<file path="src/rtl/core/pidc_pkg.sv">
// Shared types and constants of the clamped PID controller.
// Used by pidc_cfg, pidc_ctrl, pidc_dpath and pid_controller_clamped.
package pidc_pkg;

  localparam int DataW  = 32;               // Q16.16 data words
  localparam int BoundW = 31;               // windup bound width
  localparam int EnW    = 2;                // term enable bits
  localparam int IdxW   = 3;                // register index width
  localparam int FracW  = 16;               // fraction bits of Q16.16
  localparam int OpW    = DataW + 1;        // multiplier operand width
  localparam int ProdW  = 2 * DataW;        // kept product width
  localparam int AccW   = ProdW + 2;        // sum of three products
  localparam int DrvW   = AccW - FracW;     // drive before clamping
  localparam int IntW   = ProdW - FracW + 2; // integral update width
  localparam int DivW   = DataW + FracW;    // dividend magnitude bits
  localparam int CntW   = $clog2(DivW);

  localparam int EnInteg = 0;
  localparam int EnDeriv = 1;

  typedef enum logic [IdxW-1:0] {
    REG_PROP_GAIN     = 3'd0,
    REG_INTEG_GAIN    = 3'd1,
    REG_DERIV_GAIN    = 3'd2,
    REG_DRIVE_FLOOR   = 3'd3,
    REG_DRIVE_CEILING = 3'd4,
    REG_WINDUP_BOUND  = 3'd5,
    REG_SAMPLE_PERIOD = 3'd6,
    REG_TERM_ENABLES  = 3'd7
  } reg_idx_e;

  typedef enum logic [1:0] {
    MUL_PROP   = 2'd0,
    MUL_PERIOD = 2'd1,
    MUL_INTEG  = 2'd2,
    MUL_DERIV  = 2'd3
  } mul_sel_e;

  typedef struct packed {
    logic [DataW-1:0]  prop_gain;
    logic [DataW-1:0]  integ_gain;
    logic [DataW-1:0]  deriv_gain;
    logic [DataW-1:0]  drive_floor;
    logic [DataW-1:0]  drive_ceiling;
    logic [BoundW-1:0] windup_bound;
    logic [DataW-1:0]  sample_period;
    logic [EnW-1:0]    term_enables;
  } cfg_t;

  typedef struct packed {
    logic     load_err;
    logic     clr_state;
    logic     mul_en;
    mul_sel_e mul_sel;
    logic     acc_clr;
    logic     acc_add;
    logic     integ_upd;
    logic     div_load;
    logic     div_step;
    logic     div_fix;
    logic     drive_load;
    logic     drive_zero;
  } ctrl_cmd_t;

  typedef struct packed {
    logic first_update;
    logic dt_zero;
  } dp_status_t;

  typedef enum logic [11:0] {
    S_IDLE    = 12'b0000_0000_0001,
    S_MUL_P   = 12'b0000_0000_0010,
    S_MUL_DT  = 12'b0000_0000_0100,
    S_INTEG   = 12'b0000_0000_1000,
    S_MUL_I   = 12'b0000_0001_0000,
    S_ACC_I   = 12'b0000_0010_0000,
    S_DIV     = 12'b0000_0100_0000,
    S_DIV_FIX = 12'b0000_1000_0000,
    S_MUL_D   = 12'b0001_0000_0000,
    S_ACC_D   = 12'b0010_0000_0000,
    S_DRIVE   = 12'b0100_0000_0000,
    S_SPARE   = 12'b1000_0000_0000
  } state_e;

endpackage

</file>
<file path="src/rtl/core/pidc_cfg.sv">
// Configuration register file of the PID controller.
// Depends on pidc_pkg for the register indexes and the cfg_t bundle.
module pidc_cfg (
  input  logic                        clk_i,
  input  logic                        rst_ni,
  input  logic                        cfg_we_i,
  input  logic [pidc_pkg::IdxW-1:0]   cfg_idx_i,
  input  logic [pidc_pkg::DataW-1:0]  cfg_wdata_i,
  output pidc_pkg::cfg_t              cfg_o,
  output logic                        integ_clr_o
);

  pidc_pkg::cfg_t cfg_q, cfg_d;

  always_comb begin
    cfg_d = cfg_q;
    integ_clr_o = 1'b0;
    if (cfg_we_i) begin
      unique case (pidc_pkg::reg_idx_e'(cfg_idx_i))
        pidc_pkg::REG_PROP_GAIN:     cfg_d.prop_gain     = cfg_wdata_i;
        pidc_pkg::REG_INTEG_GAIN:    cfg_d.integ_gain    = cfg_wdata_i;
        pidc_pkg::REG_DERIV_GAIN:    cfg_d.deriv_gain    = cfg_wdata_i;
        pidc_pkg::REG_DRIVE_FLOOR:   cfg_d.drive_floor   = cfg_wdata_i;
        pidc_pkg::REG_DRIVE_CEILING: cfg_d.drive_ceiling = cfg_wdata_i;
        pidc_pkg::REG_WINDUP_BOUND:
          cfg_d.windup_bound = cfg_wdata_i[pidc_pkg::BoundW-1:0];
        pidc_pkg::REG_SAMPLE_PERIOD: cfg_d.sample_period = cfg_wdata_i;
        pidc_pkg::REG_TERM_ENABLES: begin
          cfg_d.term_enables = cfg_wdata_i[pidc_pkg::EnW-1:0];
          // Switching the integral term off also empties the integrator.
          integ_clr_o = ~cfg_wdata_i[pidc_pkg::EnInteg];
        end
        default: cfg_d = cfg_q;
      endcase
    end
  end

  always_ff @(posedge clk_i or negedge rst_ni) begin
    if (!rst_ni) begin
      cfg_q.prop_gain     <= '0;
      cfg_q.integ_gain    <= '0;
      cfg_q.deriv_gain    <= '0;
      cfg_q.drive_floor   <= {1'b1, {(pidc_pkg::DataW-1){1'b0}}};
      cfg_q.drive_ceiling <= {1'b0, {(pidc_pkg::DataW-1){1'b1}}};
      cfg_q.windup_bound  <= '1;
      cfg_q.sample_period <= pidc_pkg::DataW'(655);
      cfg_q.term_enables  <= '1;
    end else begin
      cfg_q <= cfg_d;
    end
  end

  assign cfg_o = cfg_q;

endmodule

</file>
<file path="src/rtl/core/pidc_dpath.sv">
// Datapath of the PID controller: error, shared multiplier, accumulator,
// integrator, radix-2 divider and output clamp. Depends on pidc_pkg.
module pidc_dpath (
  input  logic                        clk_i,
  input  logic                        rst_ni,
  input  pidc_pkg::cfg_t              cfg_i,
  input  logic                        integ_clr_i,
  input  pidc_pkg::ctrl_cmd_t         cmd_i,
  input  logic [pidc_pkg::DataW-1:0]  setpoint_i,
  input  logic [pidc_pkg::DataW-1:0]  measurement_i,
  output pidc_pkg::dp_status_t        status_o,
  output logic [pidc_pkg::DataW-1:0]  drive_o
);

  localparam int DataW = pidc_pkg::DataW;
  localparam int OpW   = pidc_pkg::OpW;
  localparam int ProdW = pidc_pkg::ProdW;
  localparam int AccW  = pidc_pkg::AccW;
  localparam int DrvW  = pidc_pkg::DrvW;
  localparam int IntW  = pidc_pkg::IntW;
  localparam int DivW  = pidc_pkg::DivW;
  localparam int FracW = pidc_pkg::FracW;

  // Controller state, cleared by reset.
  logic [DataW-1:0] integ_q, integ_d;
  logic [DataW-1:0] prev_q, prev_d;
  logic             first_q, first_d;

  // Working registers.
  logic [DataW-1:0] err_q;
  logic [ProdW-1:0] prod_q;
  logic [AccW-1:0]  acc_q;
  logic [DataW-1:0] rem_q;
  logic [DivW-1:0]  divq_q;
  logic             neg_q;
  logic [DataW-1:0] dval_q;
  logic [DataW-1:0] drive_q;

  // Error, saturated to 32 bits.
  logic signed [DataW:0] diff_in;
  logic [DataW-1:0]      err_sat;
  assign diff_in = $signed({setpoint_i[DataW-1], setpoint_i})
                 - $signed({measurement_i[DataW-1], measurement_i});
  always_comb begin
    if (diff_in[DataW] != diff_in[DataW-1]) begin
      err_sat = diff_in[DataW] ? {1'b1, {(DataW-1){1'b0}}} : {1'b0, {(DataW-1){1'b1}}};
    end else begin
      err_sat = diff_in[DataW-1:0];
    end
  end

  // Shared signed multiplier, operands widened by one bit.
  logic signed [OpW-1:0]   op_a, op_b;
  logic signed [2*OpW-1:0] prod_full;
  always_comb begin
    unique case (cmd_i.mul_sel)
      pidc_pkg::MUL_PROP: begin
        op_a = $signed({cfg_i.prop_gain[DataW-1], cfg_i.prop_gain});
        op_b = $signed({err_q[DataW-1], err_q});
      end
      pidc_pkg::MUL_PERIOD: begin
        op_a = $signed({err_q[DataW-1], err_q});
        op_b = $signed({1'b0, cfg_i.sample_period});
      end
      pidc_pkg::MUL_INTEG: begin
        op_a = $signed({cfg_i.integ_gain[DataW-1], cfg_i.integ_gain});
        op_b = $signed({integ_q[DataW-1], integ_q});
      end
      pidc_pkg::MUL_DERIV: begin
        op_a = $signed({cfg_i.deriv_gain[DataW-1], cfg_i.deriv_gain});
        op_b = $signed({dval_q[DataW-1], dval_q});
      end
      default: begin
        op_a = '0;
        op_b = '0;
      end
    endcase
  end
  assign prod_full = op_a * op_b;

  // Integrator step: add floor(err*dt / 2^16) and clamp to the bound.
  logic signed [IntW-1:0] integ_sum, bound_pos, bound_neg;
  logic [DataW-1:0]       integ_next;
  assign integ_sum = $signed({{(IntW-DataW){integ_q[DataW-1]}}, integ_q})
                   + $signed({{(IntW-(ProdW-FracW)){prod_q[ProdW-1]}},
                              prod_q[ProdW-1:FracW]});
  assign bound_pos = $signed({{(IntW-pidc_pkg::BoundW){1'b0}}, cfg_i.windup_bound});
  assign bound_neg = -bound_pos;
  always_comb begin
    priority if (integ_sum > bound_pos) begin
      integ_next = bound_pos[DataW-1:0];
    end else if (integ_sum < bound_neg) begin
      integ_next = bound_neg[DataW-1:0];
    end else begin
      integ_next = integ_sum[DataW-1:0];
    end
  end

  // Divider setup: magnitude of (err - previous error), scaled by 2^16.
  logic signed [DataW:0] dlt;
  logic [DataW:0]        dlt_mag;
  assign dlt     = $signed({err_q[DataW-1], err_q}) - $signed({prev_q[DataW-1], prev_q});
  assign dlt_mag = dlt[DataW] ? (~dlt + 1'b1) : dlt;

  // One restoring division step per cycle.
  logic [DataW:0] rem_sh, rem_sub;
  logic           rem_ge;
  assign rem_sh  = {rem_q, divq_q[DivW-1]};
  assign rem_ge  = rem_sh >= {1'b0, cfg_i.sample_period};
  assign rem_sub = rem_sh - {1'b0, cfg_i.sample_period};

  // Quotient sign and saturation.
  localparam logic [DivW-1:0] QMaxPos = DivW'({1'b0, {(DataW-1){1'b1}}});
  localparam logic [DivW-1:0] QMaxNeg = DivW'({1'b1, {(DataW-1){1'b0}}});
  logic [DataW-1:0] dval_next;
  logic [DivW-1:0]  divq_neg;
  assign divq_neg = ~divq_q + 1'b1;
  always_comb begin
    if (!neg_q) begin
      dval_next = (divq_q > QMaxPos) ? QMaxPos[DataW-1:0] : divq_q[DataW-1:0];
    end else begin
      dval_next = (divq_q > QMaxNeg) ? QMaxNeg[DataW-1:0] : divq_neg[DataW-1:0];
    end
  end

  // Output truncation and clamp; the ceiling test wins.
  logic signed [DrvW-1:0] drv, ceil_x, floor_x;
  logic [DataW-1:0]       drv_clamped;
  assign drv     = $signed(acc_q[AccW-1:FracW]);
  assign ceil_x  = $signed({{(DrvW-DataW){cfg_i.drive_ceiling[DataW-1]}}, cfg_i.drive_ceiling});
  assign floor_x = $signed({{(DrvW-DataW){cfg_i.drive_floor[DataW-1]}}, cfg_i.drive_floor});
  always_comb begin
    priority if (drv > ceil_x) begin
      drv_clamped = cfg_i.drive_ceiling;
    end else if (drv < floor_x) begin
      drv_clamped = cfg_i.drive_floor;
    end else begin
      drv_clamped = drv[DataW-1:0];
    end
  end

  always_comb begin
    integ_d = integ_q;
    prev_d  = prev_q;
    first_d = first_q;
    if (cmd_i.clr_state) begin
      integ_d = '0;
      prev_d  = '0;
      first_d = 1'b1;
    end else begin
      if (integ_clr_i) begin
        integ_d = '0;
      end else if (cmd_i.integ_upd) begin
        integ_d = integ_next;
      end
      if (cmd_i.drive_load && !cmd_i.drive_zero) begin
        prev_d  = err_q;
        first_d = 1'b0;
      end
    end
  end

  always_ff @(posedge clk_i or negedge rst_ni) begin
    if (!rst_ni) begin
      integ_q <= '0;
      prev_q  <= '0;
      first_q <= 1'b1;
    end else begin
      integ_q <= integ_d;
      prev_q  <= prev_d;
      first_q <= first_d;
    end
  end

  always_ff @(posedge clk_i) begin
    if (cmd_i.load_err) begin
      err_q <= err_sat;
    end
    if (cmd_i.mul_en) begin
      prod_q <= prod_full[ProdW-1:0];
    end
    if (cmd_i.acc_clr) begin
      acc_q <= '0;
    end else if (cmd_i.acc_add) begin
      acc_q <= acc_q + {{(AccW-ProdW){prod_q[ProdW-1]}}, prod_q};
    end
    if (cmd_i.div_load) begin
      neg_q  <= dlt[DataW];
      rem_q  <= '0;
      divq_q <= {dlt_mag[DataW-1:0], {FracW{1'b0}}};
    end else if (cmd_i.div_step) begin
      rem_q  <= rem_ge ? rem_sub[DataW-1:0] : rem_sh[DataW-1:0];
      divq_q <= {divq_q[DivW-2:0], rem_ge};
    end
    if (cmd_i.div_fix) begin
      dval_q <= dval_next;
    end
    if (cmd_i.drive_load) begin
      drive_q <= cmd_i.drive_zero ? '0 : drv_clamped;
    end
  end

  assign status_o.first_update = first_q;
  assign status_o.dt_zero      = (cfg_i.sample_period == '0);
  assign drive_o               = drive_q;

endmodule

</file>
<file path="src/rtl/core/pidc_ctrl.sv">
// Sequencer of the PID controller: input and output handshakes and the
// command schedule for the datapath. Depends on pidc_pkg.
module pidc_ctrl (
  input  logic                        clk_i,
  input  logic                        rst_ni,
  input  logic                        in_valid_i,
  output logic                        in_ready_o,
  input  logic                        command_i,
  output logic                        out_valid_o,
  input  logic                        out_ready_i,
  input  logic [pidc_pkg::EnW-1:0]    term_en_i,
  input  pidc_pkg::dp_status_t        status_i,
  output pidc_pkg::ctrl_cmd_t         cmd_o
);

  localparam int CntW = pidc_pkg::CntW;
  localparam logic [CntW-1:0] CntLast = CntW'(pidc_pkg::DivW - 1);

  pidc_pkg::state_e state_q, state_d;
  logic [CntW-1:0]  cnt_q, cnt_d;
  logic             rst_cmd_q, rst_cmd_d;
  logic             out_valid_q, out_valid_d;
  logic             in_xfer, slot_free, integ_on, deriv_on;

  assign in_ready_o = (state_q == pidc_pkg::S_IDLE);
  assign in_xfer    = in_valid_i && in_ready_o;
  assign slot_free  = !out_valid_q || out_ready_i;
  assign integ_on   = term_en_i[pidc_pkg::EnInteg];
  assign deriv_on   = term_en_i[pidc_pkg::EnDeriv] && !status_i.first_update
                   && !status_i.dt_zero;

  always_comb begin
    state_d   = state_q;
    cnt_d     = cnt_q;
    rst_cmd_d = rst_cmd_q;
    cmd_o     = '0;
    cmd_o.mul_sel = pidc_pkg::MUL_PROP;
    unique case (state_q)
      pidc_pkg::S_IDLE: begin
        if (in_xfer) begin
          rst_cmd_d = command_i;
          if (command_i) begin
            cmd_o.clr_state = 1'b1;
            state_d = pidc_pkg::S_DRIVE;
          end else begin
            cmd_o.load_err = 1'b1;
            cmd_o.acc_clr  = 1'b1;
            state_d = pidc_pkg::S_MUL_P;
          end
        end
      end
      pidc_pkg::S_MUL_P: begin
        cmd_o.mul_en = 1'b1;
        state_d = pidc_pkg::S_MUL_DT;
      end
      pidc_pkg::S_MUL_DT: begin
        cmd_o.mul_en  = 1'b1;
        cmd_o.mul_sel = pidc_pkg::MUL_PERIOD;
        cmd_o.acc_add = 1'b1;
        state_d = pidc_pkg::S_INTEG;
      end
      pidc_pkg::S_INTEG: begin
        cmd_o.integ_upd = integ_on;
        cmd_o.div_load  = 1'b1;
        cnt_d = '0;
        if (integ_on) begin
          state_d = pidc_pkg::S_MUL_I;
        end else if (deriv_on) begin
          state_d = pidc_pkg::S_DIV;
        end else begin
          state_d = pidc_pkg::S_DRIVE;
        end
      end
      pidc_pkg::S_MUL_I: begin
        cmd_o.mul_en  = 1'b1;
        cmd_o.mul_sel = pidc_pkg::MUL_INTEG;
        state_d = pidc_pkg::S_ACC_I;
      end
      pidc_pkg::S_ACC_I: begin
        cmd_o.acc_add = 1'b1;
        state_d = deriv_on ? pidc_pkg::S_DIV : pidc_pkg::S_DRIVE;
      end
      pidc_pkg::S_DIV: begin
        cmd_o.div_step = 1'b1;
        cnt_d = cnt_q + 1'b1;
        if (cnt_q == CntLast) begin
          state_d = pidc_pkg::S_DIV_FIX;
        end
      end
      pidc_pkg::S_DIV_FIX: begin
        cmd_o.div_fix = 1'b1;
        state_d = pidc_pkg::S_MUL_D;
      end
      pidc_pkg::S_MUL_D: begin
        cmd_o.mul_en  = 1'b1;
        cmd_o.mul_sel = pidc_pkg::MUL_DERIV;
        state_d = pidc_pkg::S_ACC_D;
      end
      pidc_pkg::S_ACC_D: begin
        cmd_o.acc_add = 1'b1;
        state_d = pidc_pkg::S_DRIVE;
      end
      pidc_pkg::S_DRIVE: begin
        // Wait here until the output register can take the result.
        if (slot_free) begin
          cmd_o.drive_load = 1'b1;
          cmd_o.drive_zero = rst_cmd_q;
          state_d = pidc_pkg::S_IDLE;
        end
      end
      default: begin
        state_d = pidc_pkg::S_IDLE;
      end
    endcase
  end

  always_comb begin
    out_valid_d = out_valid_q;
    if (cmd_o.drive_load) begin
      out_valid_d = 1'b1;
    end else if (out_ready_i) begin
      out_valid_d = 1'b0;
    end
  end

  always_ff @(posedge clk_i or negedge rst_ni) begin
    if (!rst_ni) begin
      state_q     <= pidc_pkg::S_IDLE;
      cnt_q       <= '0;
      rst_cmd_q   <= 1'b0;
      out_valid_q <= 1'b0;
    end else begin
      state_q     <= state_d;
      cnt_q       <= cnt_d;
      rst_cmd_q   <= rst_cmd_d;
      out_valid_q <= out_valid_d;
    end
  end

  assign out_valid_o = out_valid_q;

endmodule

</file>
<file path="src/rtl/core/pid_controller_clamped.sv">
// Top level of the clamped positional PID controller (signed Q16.16).
// Depends on pidc_pkg, pidc_cfg, pidc_ctrl and pidc_dpath.
//
//   Channel  Handshake                 Payload
//   input    in_valid_i / in_ready_o   command_i, setpoint_i, measurement_i
//   output   out_valid_o / out_ready_i drive_o
//   config   cfg_we_i                  cfg_idx_i, cfg_wdata_i
//
// One item at a time. An update with the integral and derivative terms on
// runs 48 one-bit divider steps for the derivative besides its work on the
// shared multiplier and accumulator. The integral term alone skips the
// derivative, neither term also the integral product, and a reset command
// goes straight to the result. The output register lets a new item be taken
// while a result waits; a finished item waits in its last state until that
// register is free. Reset clears the control state and the integrator.
module pid_controller_clamped (
  input  logic                        clk_i,
  input  logic                        rst_ni,
  input  logic                        in_valid_i,
  output logic                        in_ready_o,
  input  logic                        command_i,
  input  logic signed [31:0]          setpoint_i,
  input  logic signed [31:0]          measurement_i,
  output logic                        out_valid_o,
  input  logic                        out_ready_i,
  output logic signed [31:0]          drive_o,
  input  logic                        cfg_we_i,
  input  logic [pidc_pkg::IdxW-1:0]   cfg_idx_i,
  input  logic [pidc_pkg::DataW-1:0]  cfg_wdata_i
);

  pidc_pkg::cfg_t       cfg;
  pidc_pkg::ctrl_cmd_t  cmd;
  pidc_pkg::dp_status_t status;
  logic                 integ_clr;
  logic [pidc_pkg::DataW-1:0] drive;

  pidc_cfg u_cfg (
    .clk_i       (clk_i),
    .rst_ni      (rst_ni),
    .cfg_we_i    (cfg_we_i),
    .cfg_idx_i   (cfg_idx_i),
    .cfg_wdata_i (cfg_wdata_i),
    .cfg_o       (cfg),
    .integ_clr_o (integ_clr)
  );

  pidc_ctrl u_ctrl (
    .clk_i       (clk_i),
    .rst_ni      (rst_ni),
    .in_valid_i  (in_valid_i),
    .in_ready_o  (in_ready_o),
    .command_i   (command_i),
    .out_valid_o (out_valid_o),
    .out_ready_i (out_ready_i),
    .term_en_i   (cfg.term_enables),
    .status_i    (status),
    .cmd_o       (cmd)
  );

  pidc_dpath u_dpath (
    .clk_i         (clk_i),
    .rst_ni        (rst_ni),
    .cfg_i         (cfg),
    .integ_clr_i   (integ_clr),
    .cmd_i         (cmd),
    .setpoint_i    (setpoint_i),
    .measurement_i (measurement_i),
    .status_o      (status),
    .drive_o       (drive)
  );

  assign drive_o = $signed(drive);

  // The block works on one item at a time.
  assert property (@(posedge clk_i) disable iff (!rst_ni)
    in_valid_i && in_ready_o |=> !in_ready_o)
    else $error("input taken while an item is in progress");

  // A result only appears after the sequencer has left its idle state.
  assert property (@(posedge clk_i) disable iff (!rst_ni)
    $rose(out_valid_o) |-> $past(!in_ready_o))
    else $error("result appeared without an item in progress");

  // A nonzero drive lies within the configured limits while the floor is not above the ceiling.
  assert property (@(posedge clk_i) disable iff (!rst_ni)
    out_valid_o && (drive_o != 0)
      && ($signed(cfg.drive_floor) <= $signed(cfg.drive_ceiling))
    |-> (drive_o >= $signed(cfg.drive_floor))
      && (drive_o <= $signed(cfg.drive_ceiling)))
    else $error("drive outside the output limits");

endmodule
</file>
<file path="config.mk">
export PLATFORM = sky130hd
export DESIGN_NAME = pid_controller_clamped
export DESIGN_NICKNAME = d
export VERILOG_FILES = /design/src/rtl/core/pidc_pkg.sv /design/src/rtl/core/pidc_cfg.sv /design/src/rtl/core/pidc_dpath.sv /design/src/rtl/core/pidc_ctrl.sv /design/src/rtl/core/pid_controller_clamped.sv
export SDC_FILE = /design/constraint.sdc
export NUM_CORES = 2
export LEC_CHECK = 0
export BUFFER_PORTS_ARGS = -buffer_cell sky130_fd_sc_hd__buf_2
export CAP_MARGIN = 20
export CORE_AREA = 2 2 384 386
export CTS_CLUSTER_DIAMETER = 30
export CTS_CLUSTER_SIZE = 14
export DETAILED_ROUTE_END_ITERATION = 12
export DIE_AREA = 0 0 386 388
export GPL_TIMING_DRIVEN = 0
export HOLD_SLACK_MARGIN = 0.05
export PLACE_DENSITY = 0.75
export RECOVER_POWER = 25
export SLEW_MARGIN = 25
export SYNTH_ARGS = -nofsm -noshare
export SYNTH_HDL_FRONTEND = slang
export SYNTH_SLANG_ARGS = --single-unit
</file>
<file path="constraint.sdc">
create_clock -name clk_i -period 23.4 [get_ports clk_i]
set_clock_uncertainty 0.05 [all_clocks]
set_input_delay 2.34 -clock clk_i [delete_from_list [all_inputs] [get_ports clk_i]]
set_output_delay 2.34 -clock clk_i [all_outputs]
set_load 0.05 [all_outputs]
</file>
==> Word-level counts from Yosys, hierarchy flattened <==
Index checks and enable logic that the tools add are counted.
{ "totals": {"ff_bits": 617, "in_bits": 105, "output_inout_bits": 34, "word_cells": 147} }
{ "classes": {"addsub": 9, "n_mul": 1, "order_cmp": 7, "n_eq_ne": 26, "mux": 48, "bitwise_logic": 3, "n_reduce_logical": 29} }
{ "ops": {"columns": ["operator", "count"], "rows": [
  ["$mux 32", 16],
  ["$pmux 33 s4", 2],
  ["$pmux 12 s11", 1],
  ["$gt 50x32->1", 2],
  ["$mux 48", 2],
  ["$add 66x66->66", 1],
  ["$sub 32x32->33", 2],
  ["$add 32x1->32 const B", 2],
  ["$mul 33x33->64", 1],
  ["$not 32->32", 2],
  ["$lt 50x32->1", 1],
  ["$lt 50x50->1", 1],
  ["$neg 31->50", 1],
  ["$add 32x48->49", 1],
  ["$gt 48x31->1 const B", 1],
  ["$gt 48x32->1 const B", 1],
  ["$mux 12", 4],
  ["$ge 33x32->1", 1],
  ["$logic_not 32->1", 1],
  ["$sub 32x32->32", 1],
  ["$mux 11", 2],
  ["$reduce_and 2->1", 9],
  ["$mux 1", 14],
  ["$eq 12x1->1 const B", 1],
  ["other kinds (34)", 53]
]} }

==> Depth between registers and ports, before layout <==
{ "logic_depth": {"ltp_word": 8, "mapped_depth": 41, "depth_no_buf": 38} }

==> Cells and area by module <==
A second synthesis with hierarchy kept.
{ "hier_totals": {"cells_unflattened": 8989, "hier_area_um2": 81617.0} }
{ "modules_own_cells": {"columns": ["mod", "instances", "cells_per_inst", "area_per_inst_um2", "seq_area_each_um2"], "rows": [
  ["pidc_dpath", 1, 8376, 71896.5, 9705.6],
  ["pidc_cfg", 1, 487, 8558.2, 5719.2],
  ["pidc_ctrl", 1, 126, 1162.4, 476.7]
]} }

==> Least setup slack after synthesis <==
Ideal clock, no wire load.
{ "synth_timing": {"kind": "flip-flop to flip-flop", "start": "register u_ctrl.state_q[3]", "end": "register u_dpath.prod_q[63], data pin", "setup_time_ns": 0.260, "arrival_ns": 10.158, "t_required_ns": 23.090, "setup_slack_ns": 12.932, "path_stages_with_launch": 37, "path_buffers": 5, "synth_period_minus_slack_ns": 10.468, "path_cell_list": "dfrtp_1 > or4_1 > nor4_1 > nand2_1 > nor3b_1 > clkbuf_1 > buf_1 > a222oi_1 > nand2_1 > clkbuf_1 > buf_1 > nand2_1 > fa_1 > inv_1 > fa_1 > fa_1 > inv_1 > fa_1 > inv_1 > fa_1 > fa_1 > fa_1 > inv_1 > fa_1 > inv_1 > ha_1 > clkbuf_1 > a2111o_1 > o22a_1 > a221o_1 > o2111ai_1 > nand3_1 > a41oi_1 > o21ai_0 > a21bo_2 > a21oi_1 > xnor2_1"} }
{ "synth_via": {"elab_chain_cells": 5, "elab_cells_between_ends": 11, "classes_between": "1 x mul; 6 x eq/ne; 3 x mux; 1 x reduce/logical"} }
{ "synth_lines": {"columns": ["item", "line_no", "rtl"], "rows": [
  ["start, declared", "pidc_ctrl.sv:19", "pidc_pkg::state_e state_q, state_d;"],
  ["start signal, assigned", "pidc_ctrl.sv:128", "state_q <= pidc_pkg::S_IDLE;"],
  ["start signal, assigned", "pidc_ctrl.sv:133", "state_q <= state_d;"],
  ["$eq 12x9->1, or another cell as far along", "pidc_ctrl.sv:38", "unique case (state_q)"],
  ["$pmux 2 s3 *", "pidc_ctrl.sv:38", null],
  ["$eq 2x2->1, or another cell as far along", "pidc_dpath.sv:56", "unique case (cmd_i.mul_sel)"],
  ["$pmux 33 s4", "pidc_dpath.sv:56", null],
  ["$mul 33x33->64 *", "pidc_dpath.sv:79", "assign prod_full = op_a * op_b;"],
  ["net u_dpath.prod_full[63]", "pidc_dpath.sv:54", "logic signed [2*OpW-1:0] prod_full;"],
  ["end signal, assigned", "pidc_dpath.sv:180", "prod_q <= prod_full[ProdW-1:0];"],
  ["end, declared", "pidc_dpath.sv:31", "logic [ProdW-1:0] prod_q;"]
]} }
The timed path passes the listed nets; every way through them passes the cells marked *.
A chain may end at the register's enable or synchronous reset.

==> Final worst setup path <==
Ends and elaborated chain as after synthesis.

==> impl_metrics.yaml <==
grt:
  antenna_found_initial: 23
  grt_pass1_wl_um: 477000
  track_usage_pct: 44.62
  grt_pass1_vias: 69820
  gr-total-overflow: 0
  grt_max_degree: 93
sta:
  worst_slew_margin_rel_pct: -241.7
  finalHoldViolations: 0
  worst_slew_pin_slew_ns: 5.125
  setup_viol: 0
  timing.final.crit_share_pct: 60.13
  max_freq_ghz: 0.07107
  rsz0062_at_grt: "no"
  setup_tns_ns: 0
  fin_crit_ns: 14.07
  slew_viol_final: 316
layout:
  multi_input_area_mm2: 0.05750
  layout.nets: 10980
  seqCellArea_mm2: 0.01590
  fin_area_mm2: 0.08835
  stdcell_count: 11200
  fillers: 12480
  drive_above_1_share_pct: 8.792
  area_growth_pct: 10.76
  fin_util_pct: 60.84
logic_synthesis:
  synth_area_per_cell_um2: 9.017
  netlist_area_mm2: 0.07976
  synthXorXnorAreaFrac_pct: 3.250
  synth_compound_area_share_pct: 12.90
  ys_seq_area_share_pct: 19.94
  synth_cell_types: 105
  synth_nets: 10670
  synth_mux_area_share_pct: 3.650
  synth_top_cell_area_share_pct: 27.86
  synth_top_family_by_area: "adder cells"
  yosys_warnings: 0
  synthArstFlopShare_pct: 50.16
  synthAdderAreaFrac_pct: 37.37
  yosys.area_share.simple_pct: 14.68
  syn_inst: 8846
  synth_area_leaders: "fa_1 (28%), ha_1 (9.5%), dfrtp_1 (7.4%), edfxtp_1 (7.3%), inv_1 (6.2%)"
  synthFlopType: "dfrtp_1"
  synth_edf_count: 193
  synth_largest_area_cell: "fa_1"
  synth-seq-cells: 616
setup_path:
  crit_buf_inv: 10
  critPathCaptureType: "flop"
  crit_top_cell: "fa_1"
  cp.arrival_ns: 14.53
  crit_slowest_cell: "clkbuf_1"
  crit_path_max_fanout: 10
  startpoint_type: "flop"
  cpPeakStageDelay_ns: 1.01
  path_delay_family: "adder cells"
  critPathKind: "flop to flop"
  cp_data_required_time_ns: 23.86
placement:
  placed_area_mm2: 0.08348
  gp_congestion: 1.091
  numPortBuffers: 135
  place_inst: 10930
  dp_hpwl_um: 272900
die:
  die_area_mm2: 0.1498
  io_pins: 139
  fp.dieH_um: 388
  initial_core_util_pct: 54.93
  core_area_mm2: 0.1452
  rows: 140
  dieWidth_um: 386
route:
  via_per_inst: 6.272
  wl_per_cell_um: 29.85
  wl_um: 334200
  drtIter0Drc: 7899
  vias: 70220
  drcViolationCount: 0
  dr.pass1.iters: 7
  ant_nets: 0
outcome:
  outcome: "complete, but fails checks"
  failed_checks: "capacitance limit, slew limit"
run:
  maxCapViolations: 4
cts:
  cts_root_buffer: "clkbuf_16"
  cts_setup_buffers: 0
  cts_max_level: 4
  worst_skew_pair.late_latency_ns: 0.80
  cts_buffer_depth: 3
  cts_sinks: 616
  clkTransAtPathRegs_ns: 0.05
  cts-buffers-inserted: 136
  cts_resized: 0
  cts_tree: "yes"
  holdBufCountCts: 0
min_path:
  hold_path_class: "flop to flop"
[cell usage after synthesis, types with 77 or more instances]
cell	n
inv_1	1319
fa_1	1110
nand2_1	1098
nor2_1	799
ha_1	604
o21ai_0	404
clkbuf_1	371
a21oi_1	367
dfrtp_1	236
mux2_2	199
edfxtp_1	193
a21o_1	191
xnor2_1	190
nand3_1	145
dfxtp_1	114
nor3_1	112
nand4_1	109
xor2_1	106
o21a_1	77
[cell type report]
type	count	share of cell area [%]
diodes	9	0.02549
inverters	1321	5.613
plain buffers	413	1.835
well taps	1917	2.715
clock buffers	167	4.267
clock inverters	84	1.225
flip-flops and latches	616	18.00
multi-input cells	6496	65.09
repair buffers	173	1.231
[per-stage QoR]
stage                     setup WS (ns)  hold slack (ns)
final                             9.330           0.4039
after global routing              9.116           0.4367
after CTS                         9.234           0.4046
after detailed placement          9.267           0.4017
after global placement            9.426           0.3917
after floorplan                   12.93           0.3792
[path summary, 6_finish.rpt]
kind,startpoint,to,slack [ns],cells past startpoint
setup / recovery,u_ctrl.state_q[3]$_DFFE_PN0P_,u_dpath.prod_q[63]$_DFFE_PP_,9.33,37
hold / removal,u_dpath.acc_q[0]$_SDFFE_PP0P_,u_dpath.acc_q[0]$_SDFFE_PP0P_,0.40,2
setup reg to reg,u_ctrl.state_q[3]$_DFFE_PN0P_,u_dpath.prod_q[63]$_DFFE_PP_,9.33,37
hold reg to reg,u_dpath.acc_q[0]$_SDFFE_PP0P_,u_dpath.acc_q[0]$_SDFFE_PP0P_,0.40,2
max in group asynchronous,rst_ni,u_cfg.cfg_o[196]$_DFFE_PN0P_,15.06,2
min in group asynchronous,rst_ni,u_dpath.prev_q[28]$_DFFE_PN0P_,2.28,1
[placed cells by master, fill, tap and decap left out, drive strengths merged, types with 37 or more instances in the layout]
master and instances:
nor2 800, dfxtp 114, mux2 199, clkbuf 543, o31ai 38, xnor2 190
edfxtp 193, ha 604, xor2 106, nor2b 63, clkinv 44, inv 1336
nor3 115, a31oi 38, a21o 191, nand4 109, mux2i 67, a211oi 41
a21oi 367, buf 209, nand2 1099, fa 1110, nand3 145, o21a 77
o311ai 37, o21ai 441, dfrtp 236, dfstp 73, nand2b 75
[cells by family (layout without fill, tap and decap cells)]
family,count (synthesis),after routing
compound gates,1581,1581
xor+xnor,296,296
fa+ha+maj,1717,1717
buf+inv,1734,2158
flops,616,616
mux,266,266
other cells,0,9
simple gates,2636,2636
[registers in the layout, summed over array words and instances, names as in the netlist]
register / flops
u_cfg.cfg_o: 225
u_ctrl.cnt_q: 6
u_ctrl.out_valid_o: 1
u_ctrl.rst_cmd_q: 1
u_ctrl.state_q: 11
u_dpath.acc_q: 66
u_dpath.divq_q: 48
u_dpath.drive_o: 32
u_dpath.dval_q: 32
u_dpath.err_q: 32
u_dpath.first_q: 1
u_dpath.integ_q: 32
u_dpath.neg_q: 1
u_dpath.prev_q: 32
u_dpath.prod_q: 64
u_dpath.rem_q: 32
[layer usage]
metal / global-route usage, % / share of wire [%]
met3: 18.44 / 14
met5: 0 / 0.016
met1: 56.55 / 38
met4: 26.12 / 7.2
met2: 63.66 / 41
[tightest hold or removal path, stage by stage, from the launching register on]
cell and delay [ns]:
dfxtp_1 0.30, nand2_1 0.05, a21oi_1 0.05
Power is not shown: default switching activity piles up to over one toggle a cycle in this logic, so the estimate is an artifact.
